[src/rtl/swr_pkg.sv]
// ----------------------------------------------------------------------------
// swr_pkg
// Shared types and constants for the streaming word-replace block.
// ----------------------------------------------------------------------------
package swr_pkg;

  localparam int BYTE_W      = 8;
  localparam int WORD_W      = 64;
  localparam int CNT_W       = 4;   // holds a count of 0..8 bytes
  localparam int POS_W       = 3;   // match position, 0..7
  localparam int PATTERN_MAX = 8;
  localparam int REPL_CAP    = 8;
  localparam int QUEUE_DEPTH = 2;
  localparam int QPTR_W      = $clog2(QUEUE_DEPTH);
  localparam int QCNT_W      = $clog2(QUEUE_DEPTH + 1);

  // Configuration register indexes
  typedef enum logic [1:0] {
    REG_PATTERN_BYTES      = 2'd0,
    REG_PATTERN_LENGTH     = 2'd1,
    REG_REPLACEMENT_BYTES  = 2'd2,
    REG_REPLACEMENT_LENGTH = 2'd3
  } cfg_reg_t;

  // Configuration register contents
  typedef struct packed {
    logic [WORD_W-1:0] pattern_bytes;
    logic [CNT_W-1:0]  pattern_length;
    logic [WORD_W-1:0] replacement_bytes;
    logic [CNT_W-1:0]  replacement_length;
  } cfg_t;

  // Emission command: count bytes from pattern or replacement, then an
  // optional tail byte
  typedef struct packed {
    logic              use_repl;
    logic [CNT_W-1:0]  count;
    logic              tail_en;
    logic [BYTE_W-1:0] tail_byte;
  } cmd_t;

endpackage

[src/rtl/swr_front.sv]
// ----------------------------------------------------------------------------
// swr_front
// Accepts input items, tracks the partial match and classifies each item
// into an emission command for the back end.
// ----------------------------------------------------------------------------
module swr_front import swr_pkg::*; (
  input  logic              clk,
  input  logic              rst_n,
  input  cfg_t              cfg,
  input  logic              in_valid,
  output logic              in_ready,
  input  logic [BYTE_W-1:0] in_data_byte,
  input  logic              in_end_marker,
  input  logic              q_full,
  output logic              q_push,
  output cmd_t              q_cmd
);

  logic [POS_W-1:0]  match_pos_r, match_pos_nxt;
  logic [CNT_W-1:0]  plen, rlen;
  logic [BYTE_W-1:0] pat_byte;
  logic              accept;
  logic              emit;

  assign in_ready = !q_full;
  assign accept   = in_valid && in_ready;

  // Saturate the lengths to their legal ranges
  always_comb begin
    plen = cfg.pattern_length;
    if (plen == '0) begin
      plen = CNT_W'(1);
    end else if (plen > CNT_W'(PATTERN_MAX)) begin
      plen = CNT_W'(PATTERN_MAX);
    end
    rlen = cfg.replacement_length;
    if (rlen > CNT_W'(REPL_CAP)) begin
      rlen = CNT_W'(REPL_CAP);
    end
  end

  assign pat_byte = cfg.pattern_bytes[{match_pos_r, 3'b000} +: BYTE_W];

  // Classify the item
  always_comb begin
    q_cmd.use_repl  = 1'b0;
    q_cmd.count     = CNT_W'(match_pos_r);
    q_cmd.tail_en   = 1'b0;
    q_cmd.tail_byte = in_data_byte;
    emit            = 1'b0;
    match_pos_nxt   = '0;
    if (in_end_marker) begin
      // flush the held prefix, if any
      emit = (match_pos_r != '0);
    end else if (in_data_byte == pat_byte) begin
      if ((CNT_W'(match_pos_r) + CNT_W'(1)) >= plen) begin
        q_cmd.use_repl = 1'b1;
        q_cmd.count    = rlen;
        emit           = (rlen != '0);
      end else begin
        match_pos_nxt = match_pos_r + POS_W'(1);
      end
    end else begin
      // mismatch: held prefix then the offending byte
      q_cmd.tail_en = 1'b1;
      emit          = 1'b1;
    end
  end

  assign q_push = accept && emit;

  // Match position
  always_ff @(posedge clk) begin
    if (!rst_n) begin
      match_pos_r <= '0;
    end else if (accept) begin
      match_pos_r <= match_pos_nxt;
    end
  end

endmodule

[src/rtl/swr_queue.sv]
// ----------------------------------------------------------------------------
// swr_queue
// Short command queue between the front and the back end.
// ----------------------------------------------------------------------------
module swr_queue import swr_pkg::*; (
  input  logic clk,
  input  logic rst_n,
  input  logic push,
  input  cmd_t push_cmd,
  input  logic pop,
  output logic full,
  output logic head_valid,
  output cmd_t head_cmd
);

  cmd_t              entry_r [QUEUE_DEPTH];
  logic [QPTR_W-1:0] wr_ptr_r, rd_ptr_r;
  logic [QCNT_W-1:0] count_r;
  logic              do_pop;

  assign full       = (count_r == QCNT_W'(QUEUE_DEPTH));
  assign head_valid = (count_r != '0);
  assign head_cmd   = entry_r[rd_ptr_r];
  assign do_pop     = pop && head_valid;

  // Storage
  always_ff @(posedge clk) begin
    if (push) begin
      entry_r[wr_ptr_r] <= push_cmd;
    end
  end

  // Pointers and fill count
  always_ff @(posedge clk) begin
    if (!rst_n) begin
      wr_ptr_r <= '0;
      rd_ptr_r <= '0;
      count_r  <= '0;
    end else begin
      if (push) begin
        wr_ptr_r <= (wr_ptr_r == QPTR_W'(QUEUE_DEPTH - 1)) ? '0 : wr_ptr_r + QPTR_W'(1);
      end
      if (do_pop) begin
        rd_ptr_r <= (rd_ptr_r == QPTR_W'(QUEUE_DEPTH - 1)) ? '0 : rd_ptr_r + QPTR_W'(1);
      end
      if (push && !do_pop) begin
        count_r <= count_r + QCNT_W'(1);
      end else if (do_pop && !push) begin
        count_r <= count_r - QCNT_W'(1);
      end
    end
  end

endmodule

[src/rtl/swr_back.sv]
// ----------------------------------------------------------------------------
// swr_back
// Walks the head command one byte per cycle into the output register while out_ready does not stall it.
// ----------------------------------------------------------------------------
module swr_back import swr_pkg::*; (
  input  logic              clk,
  input  logic              rst_n,
  input  cfg_t              cfg,
  input  logic              head_valid,
  input  cmd_t              head_cmd,
  output logic              pop,
  output logic              out_valid,
  input  logic              out_ready,
  output logic [BYTE_W-1:0] out_byte,
  output logic              out_last_of_run
);

  logic [POS_W-1:0]  idx_r;
  logic              out_valid_r;
  logic [BYTE_W-1:0] out_byte_r;
  logic              out_last_r;
  logic [WORD_W-1:0] src;
  logic [CNT_W-1:0]  total;
  logic [BYTE_W-1:0] cur_byte;
  logic              cur_last;
  logic              advance;

  assign src   = head_cmd.use_repl ? cfg.replacement_bytes : cfg.pattern_bytes;
  assign total = head_cmd.count + CNT_W'(head_cmd.tail_en);

  // Byte at the current index: source bytes first, then the tail
  always_comb begin
    if (CNT_W'(idx_r) < head_cmd.count) begin
      cur_byte = src[{idx_r, 3'b000} +: BYTE_W];
    end else begin
      cur_byte = head_cmd.tail_byte;
    end
    cur_last = ((CNT_W'(idx_r) + CNT_W'(1)) == total);
  end

  assign advance = head_valid && (!out_valid_r || out_ready);
  assign pop     = advance && cur_last;

  // Byte index within the command and output valid
  always_ff @(posedge clk) begin
    if (!rst_n) begin
      idx_r       <= '0;
      out_valid_r <= 1'b0;
    end else begin
      if (advance) begin
        idx_r       <= cur_last ? '0 : idx_r + POS_W'(1);
        out_valid_r <= 1'b1;
      end else if (out_ready) begin
        out_valid_r <= 1'b0;
      end
    end
  end

  // Output payload
  always_ff @(posedge clk) begin
    if (advance) begin
      out_byte_r <= cur_byte;
      out_last_r <= cur_last;
    end
  end

  assign out_valid       = out_valid_r;
  assign out_byte        = out_byte_r;
  assign out_last_of_run = out_last_r;

endmodule

[src/rtl/stream_word_replace.sv]
// ----------------------------------------------------------------------------
// stream_word_replace
// Streaming find-and-replace of a pattern of up to eight bytes on a byte
// stream, with configuration registers and a front/back split.
// ----------------------------------------------------------------------------
// The first result of an item passes through the command queue and then the output register.
// Throughput: one item per cycle while each item yields at most one result and
// out_ready does not stall the output; an item that yields several results holds
// the back end until all are emitted, and the two-entry command queue stalls the input once it fills.
// Reset: synchronous, active low; clears match state, queue and output valid,
// and loads the register reset values.
module stream_word_replace import swr_pkg::*; (
  input  logic              clk,
  input  logic              rst_n,
  input  logic              cfg_we,
  input  logic [1:0]        cfg_index,
  input  logic [WORD_W-1:0] cfg_wdata,
  input  logic              in_valid,
  output logic              in_ready,
  input  logic [BYTE_W-1:0] in_data_byte,
  input  logic              in_end_marker,
  output logic              out_valid,
  input  logic              out_ready,
  output logic [BYTE_W-1:0] out_byte,
  output logic              out_last_of_run
);

  cfg_t cfg_r;
  logic q_full, q_push, q_pop, q_head_valid;
  cmd_t q_cmd, q_head_cmd;

  // Configuration registers
  always_ff @(posedge clk) begin
    if (!rst_n) begin
      cfg_r.pattern_bytes      <= '0;
      cfg_r.pattern_length     <= CNT_W'(1);
      cfg_r.replacement_bytes  <= '0;
      cfg_r.replacement_length <= '0;
    end else if (cfg_we) begin
      unique case (cfg_index)
        REG_PATTERN_BYTES:      cfg_r.pattern_bytes      <= cfg_wdata;
        REG_PATTERN_LENGTH:     cfg_r.pattern_length     <= cfg_wdata[CNT_W-1:0];
        REG_REPLACEMENT_BYTES:  cfg_r.replacement_bytes  <= cfg_wdata;
        REG_REPLACEMENT_LENGTH: cfg_r.replacement_length <= cfg_wdata[CNT_W-1:0];
        default: ;
      endcase
    end
  end

  swr_front u_front (
    .clk           (clk),
    .rst_n         (rst_n),
    .cfg           (cfg_r),
    .in_valid      (in_valid),
    .in_ready      (in_ready),
    .in_data_byte  (in_data_byte),
    .in_end_marker (in_end_marker),
    .q_full        (q_full),
    .q_push        (q_push),
    .q_cmd         (q_cmd)
  );

  swr_queue u_queue (
    .clk        (clk),
    .rst_n      (rst_n),
    .push       (q_push),
    .push_cmd   (q_cmd),
    .pop        (q_pop),
    .full       (q_full),
    .head_valid (q_head_valid),
    .head_cmd   (q_head_cmd)
  );

  swr_back u_back (
    .clk             (clk),
    .rst_n           (rst_n),
    .cfg             (cfg_r),
    .head_valid      (q_head_valid),
    .head_cmd        (q_head_cmd),
    .pop             (q_pop),
    .out_valid       (out_valid),
    .out_ready       (out_ready),
    .out_byte        (out_byte),
    .out_last_of_run (out_last_of_run)
  );

endmodule
[config.mk]
export PLATFORM = sky130hd
export DESIGN_NAME = stream_word_replace
export DESIGN_NICKNAME = d
export VERILOG_FILES = /design/src/rtl/swr_pkg.sv /design/src/rtl/swr_front.sv /design/src/rtl/swr_queue.sv /design/src/rtl/swr_back.sv /design/src/rtl/stream_word_replace.sv
export SDC_FILE = /design/constraint.sdc
export NUM_CORES = 1
export LEC_CHECK = 0
export BUFFER_PORTS_ARGS = -buffer_cell sky130_fd_sc_hd__buf_2
export CAP_MARGIN = 0
export CORE_MARGIN = 2
export CORE_UTILIZATION = 55
export CTS_CLUSTER_SIZE = 10
export DETAILED_ROUTE_END_ITERATION = 8
export PLACE_DENSITY = 0.72
export RECOVER_POWER = 25
export SLEW_MARGIN = 0
export SYNTH_ARGS = -nofsm -noshare
export SYNTH_HDL_FRONTEND = slang
export SYNTH_SLANG_ARGS = --single-unit
[constraint.sdc]
create_clock -name clk -period 4.9 [get_ports clk]
set_input_delay 0.49 -clock clk [delete_from_list [all_inputs] [get_ports clk]]
set_output_delay 0.49 -clock clk [all_outputs]
set_load 0.02 [all_outputs]
* After elaboration in Yosys (flattened, before gate mapping)
Memory sizes are Yosys's and may differ from the RTL's. A register that Yosys moved wholly into a read port is not among the register bits. Cells that the tools add are included.
Operators by class: add/subtract/negate cells 9, bitwise logic cells 0, multiply operators 0, magnitude comparators 4, equality and inequality tests 6, reduce and logical (&&, ||, !) cells 23, shifts and indexed selects 2, divide/modulo/power cells 0, muxes and demuxes 26
Operators by type and width (count):
- $shiftx 64x7->8 | 2
- $mux 64 | 1
- $mux 1 | 12
- $mux 3 | 4
- $mux 4 | 3
- $mux 5 | 2
- $add 3x1->4 const B | 2
- $eq 8x8->1 | 1
- $gt 4x4->1 const B | 2
- $mux 8 | 1
- $reduce_and 2->1 | 4
- $logic_and 1x1->1 | 7
- $add 3x1->3 const B | 2
- $eq 2x2->1 const B | 3
- $mux 6 | 1
- $reduce_bool 2->1 | 3
- $add 4x1->4 | 1
- $eq 4x4->1 | 1
- $ge 4x4->1 | 1
- $logic_not 1->1 | 4
- $logic_not 4->1 | 1
- $lt 3x4->1 | 1
- $mux 2 | 2
- $reduce_bool 4->1 | 1
- 7 further kinds | 8
Word-level totals: word-level logic and storage cells 83, memories kept 1, output and inout bits 11, input bits 80, bits in latches 0, bits in read-only memories 0, bits in writable memories 28, register bits after elaboration 156
Memories:
- u_queue.entry_r | depth 2, bits a word 14, rd ports 1, clocked after Yosys merged registers in 1, wr ports 1, RTL line swr_queue.sv:16 | cmd_t entry_r [QUEUE_DEPTH];

* Logic depth before layout (Yosys ltp)
depth in word-level cells 12, gate-level depth with buffers 15, depth with buffers taken out 14

* By module
A second synthesis with hierarchy kept.
Second synthesis, totals: cell total of the unflattened synthesis 827, area, all modules 9295.2 um^2
Modules (own cells, without submodules):
- stream_word_replace | instances 1, sequential area each 2722.6 um^2, area an instance 5213.8 um^2, cells an instance 513
- swr_back | instances 1, sequential area each 350.3 um^2, area an instance 1780.5 um^2, cells an instance 133
- swr_queue | instances 1, sequential area each 940.9 um^2, area an instance 1223.7 um^2, cells an instance 65
- swr_front | instances 1, sequential area each 60.1 um^2, area an instance 1077.3 um^2, cells an instance 116

* Worst setup path after synthesis
No wires, ideal clock.
path type reg2reg, from register (tool-made name), to register u_queue.count_r[1], required time 4824 ps, period minus slack after synthesis 3438 ps, arrival 3362 ps, stages on the path, launching flop included 15, slack 1462 ps, library setup time 76 ps, path through dfxtp_1 clkbuf_1 clkbuf_1 mux2_2 ha_1 ha_1 xor2_1 xnor2_1 nand2_1 a2bb2oi_1 nor2_1 nand2_1 ha_1 or3_1 a21boi_0
RTL lines:
- end signal: assignment | RTL line swr_queue.sv:47 | count_r <= count_r + QCNT_W'(1);
- end signal: assignment | RTL line swr_queue.sv:49 | count_r <= count_r - QCNT_W'(1);
- end: declaration | RTL line swr_queue.sv:18 | logic [QCNT_W-1:0] count_r;

* Worst setup path in the final report
from register u_front.match_pos_r[1], to register u_queue.count_r[1]
On the way: longest elaborated chain between the ends 9, elaborated cells on any way between the ends 14, those cells by class 1 x add/sub; 1 x order compare; 1 x eq/ne; 1 x shift; 4 x mux; 6 x reduce/logical
Ends and longest elaborated chain:
- start: declaration | RTL line swr_front.sv:19 | logic [POS_W-1:0] match_pos_r, match_pos_nxt;
- start signal: assignment | RTL line swr_front.sv:77 | match_pos_r <= match_pos_nxt;
- parallel branches: the longest is 4 deep, another holds $shiftx 64x7->8
- $mux 1 * | RTL line swr_front.sv:52 | if (in_end_marker) begin
- $logic_and 1x1->1 * | RTL line swr_front.sv:70 | assign q_push = accept && emit;
- named net q_push | RTL line stream_word_replace.sv:29 | logic q_full, q_push, q_pop, q_head_valid;
- $logic_not 1->1 | RTL line swr_queue.sv:48 | end else if (do_pop && !push) begin
- $logic_and 1x1->1 | RTL line swr_queue.sv:48
- $reduce_bool 2->1 (no line)
Mark *: on every way through the listed nets, which the timed path passes. A chain may end at the register's enable or synchronous reset.

==> metrics.md <==
| Metric | Value |
|---|---|
| Outcome | finished with violations |
| Failing checks | capacitance limit, slew limit |
| 1st-iter DRT viols | approximately 800 |
| Crit path cell chain | mux4_2 > mux2i_1 > xor2_1 > o21ai_1 > or4_4 > nor2_1 > a21oi_1 > ha_1 > or3_1 > a21boi_0 |
| Synth Register Bits | between 150 and 200 |
| First-pass DRT Iterations | 6 |
| Ys async rst share | 0% |
| WS Path Type | flop to flop |
| Hold EP | cfg_r[117] |
| Area contributors post-synth | dfxtp_1, edfxtp_1, nand2_1 |
| Hold path start | cfg_wdata[45] |
| Die ar. | 0.0172 mm² |
| Commonest non-fill, non-tap cell in the layout | nand2_1 |
| Filler cells | 1366 |
| Setup slack, reg-to-reg | 1120 ps |
| Final Cycle Share | between 70% and 80% |
| Slowest CP cell | dfxtp_1 |
| Global-route wire length before repair | approximately 37000 µm |
| MaxCap Viol Count | 3 |
| IO Port Bufs | 90 |
| Drt total wl | 23500 µm |
| Reg2Reg Depth | 10 |
| Cell taking the most area after synthesis | dfxtp_1 |
| Top FF cell, synth | dfxtp_1 |
| Total core area | 0.0159 mm² |
| Largest stage delay, worst path | slightly below 800 ps |
| Area growth syn-to-layout | 12.3% |
| Max frequency | roughly 260 MHz |
| RePlAce Congestion | between 0.9 and 1 |
| CP startpoint | u_front.match_pos_r[1] |
| Die Height | 131 µm |
| Initial antenna violation count | 0 |
| YS warnings | 0 |
| Clock period minus worst slack | 3780 ps |
| Total Routing Usage GR | between 20% and 30% |
| Post-CTS setup buffer count | 0 |
| H-tree depth | 4 |
| CTS Hold Bufs | 0 |
| Worst R2R Start | u_front.match_pos_r[1] |
| Worst-path fanout max | 16 |
| Final setup TNS | 0 ps |
| Residual DRC count | 0 |
| Pwr per Cell Area | between 300 and 400 mW/mm² |
| Clock root buffer master | clkbuf_16 |
| PostCTS Resize Cnt | 0 |
| Cell area after synthesis | 0.00891 mm² |
| Final hold viol count | 0 |
| Io pins | 91 |
| Starting Density | a little under three fifths |
| Lkg Pwr | 3.50 nW |
| Longest Clk Path Bufs | 2 |
| Final nets | 1048 |
| Mapped Cells | ~900 |
| Clk_lat worst skew | 440 ps |
| Diodes inserted | 0 |
| Hold path depth | 3 |
| Largest net degree at the start of global routing | 94 |
| Routed Antenna Nets | 0 |
| CTS sink cnt | 185 |
| Actual slew at the worst max-slew pin | approximately 3100 ps |
| Num CTS Buffers | 17 |
| Setup crit start kind | flop |
| Setup ws final | approximately 1100 ps |
| Synth cell types | 49 |
| Slew Limit Fails | 196 |
| Setup violators final | 0 |
| Total number of vias | approximately 6900 |
| DP HPWL | 16300 µm |
| Sequential area share after synthesis | between 40% and 50% |
| Die Wd | 131 µm |
| Most frequent cells in the layout | nand2_1, dfxtp_1, a21boi_0, buf_2, mux4_2 |
| Post-DR vias/cell | 5.84 |
| Vias in the first global route | 6609 |
| Type of the most critical hold path | input port to flop |
| Gr ovfl total | 0 |
| Data required, critical path | about 5300 ps |
| Synth top area share | 33.3% |
| Syn_nets | 991 |
| CTS tree | yes |
| Layout cells sized above 1 | 17.2% |
| Peak supply drop | 0.000258 V |
| Critical Path End Type | flop |
| Post-synth EDFFs | 37 |
| Syn avg cell area | 9.91 µm² |
| Core Rows | 46 |
| Setup WS pre-CTS | 1170 ps |
| Clk pin slew, worst setup/hold paths | 70 ps |
| Worst Path Arrival | 4140 ps |
| RSZ-0062 raised after global routing | false |
| Max Clock Skew | 8.95 ps |
| Capturing point of the worst reg2reg path | u_queue.count_r[1] |
| DR WL/cell | 19.8 µm |
| Relative slew slack | -107% |
-- cell families (layout without fill, tap and decap cells) --
logic type      count (synthesis)  count (layout)  share of synthesized area (%)
compound gates                184             184                           14.9
flops                         185             185                           45.7
buf+inv                        68             138                           3.12
simple gates                  344             344                           16.3
xor+xnor                       12              12                           1.18
mux                            94              94                           17.1
fa+ha+maj                      12              12                           1.69
-- per-stage QoR --
step / std cells / cell area (µm²) / utilization (%) / total power [mW] / hold slack (ps)
floorplan: 899 / 8910 / - / 2.03 / 440
global placement: 1153 / 9490 / 59.7 / 2.19 / 452
detailed placement: 1153 / 9490 / 59.7 / 2.20 / 458
CTS: 1185 / 10000 / 63.2 / 3.48 / 296
global route: 1185 / 10000 / 63.0 / 3.59 / 311
finish: 1185 / 10000 / 63.0 / 3.47 / 310
-- state kept, by name, summed over array words and instances (netlist names), named ones only --
name and cells:
u_front.match_pos_r 3, cfg_r 136, u_back.out_byte 8, u_queue.entry_r 28
u_queue.count_r 2, u_queue.wr_ptr_r 1, u_queue.rd_ptr_r 1, u_back.out_valid 1
u_back.idx_r 3, u_back.out_last_of_run 1
-- worst max path at each step --
stage | slack (ps) | depth (start not counted) | end
finish | 1120 | 10 | u_queue.count_r[1]
global route | 830 | 11 | u_queue.count_r[1]
CTS | 1130 | 10 | u_queue.count_r[1]
detailed placement | 1170 | 10 | u_queue.count_r[1]
global placement | 1270 | 11 | u_queue.count_r[1]
floorplan | 1460 | 14 | u_queue.count_r[1]
-- critical path: cells and delay by family (launching register included) --
| family | cells | cell delay [ps] |
|---|---|---|
| and+or+nand+nor | 3 | 1210 |
| xor gates and xnor gates | 1 | 170 |
| adders and majority gates | 1 | 360 |
| AOI/OAI and AO/OA | 3 | 380 |
| muxes | 2 | 790 |
| DFF | 1 | 790 |
-- synth_stat cells, types with 2 or more instances --
| master | count |
|---|---|
| nand2_1 | 281 |
| dfxtp_1 | 148 |
| a21boi_0 | 136 |
| clkbuf_1 | 51 |
| mux4_2 | 46 |
| mux2i_1 | 43 |
| edfxtp_1 | 37 |
| nor2b_1 | 14 |
| o21ai_0 | 14 |
| nor2_1 | 13 |
| ha_1 | 12 |
| a22oi_1 | 9 |
| xor2_1 | 8 |
| a21oi_1 | 6 |
| and3_1 | 6 |
| inv_1 | 6 |
| and2_1 | 5 |
| buf_1 | 5 |
| mux2_2 | 4 |
| nand2b_1 | 4 |
| nand3_1 | 4 |
| o21a_1 | 4 |
| xnor2_1 | 4 |
| a21o_1 | 3 |
| buf_2 | 3 |
| nand4_1 | 3 |
| nor3b_1 | 3 |
| a211oi_1 | 2 |
| a2bb2oi_1 | 2 |
| buf_6 | 2 |
| o211ai_1 | 2 |
| o21ai_1 | 2 |
-- routing by layer --
metal | up-vias | global-route usage [%] | share of wire [%]
met5 | - | 0 | 0
met4 | 0 | 6.40 | 1.4
met3 | 24 | 5.90 | 7.3
met2 | 298 | 43.1 | 46
met1 | 3341 | 39.9 | 45
li1 | 3262 | - | -
-- cell type report --
| type | count | area (µm²) | share of cell area (%) |
|---|---|---|---|
| Inverter | 6 | 22.5 | 0.225 |
| Clock buffer | 23 | 489 | 4.89 |
| Timing Repair Buffer | 100 | 498 | 4.98 |
| Multi-Input combinational cell | 646 | 4580 | 45.8 |
| Tap cell | 216 | 270 | 2.70 |
| Sequential cell | 185 | 4080 | 40.7 |
| Clock inverter | 9 | 62.6 | 0.626 |
-- report_power, final --
group	internal [mW]	total, mW	switching [mW]
Combinational	0.199	0.452	0.253
Sequential	1.63	1.71	0.0794
Clock	0.708	1.31	0.601
Power figures use the tool's default switching activity.
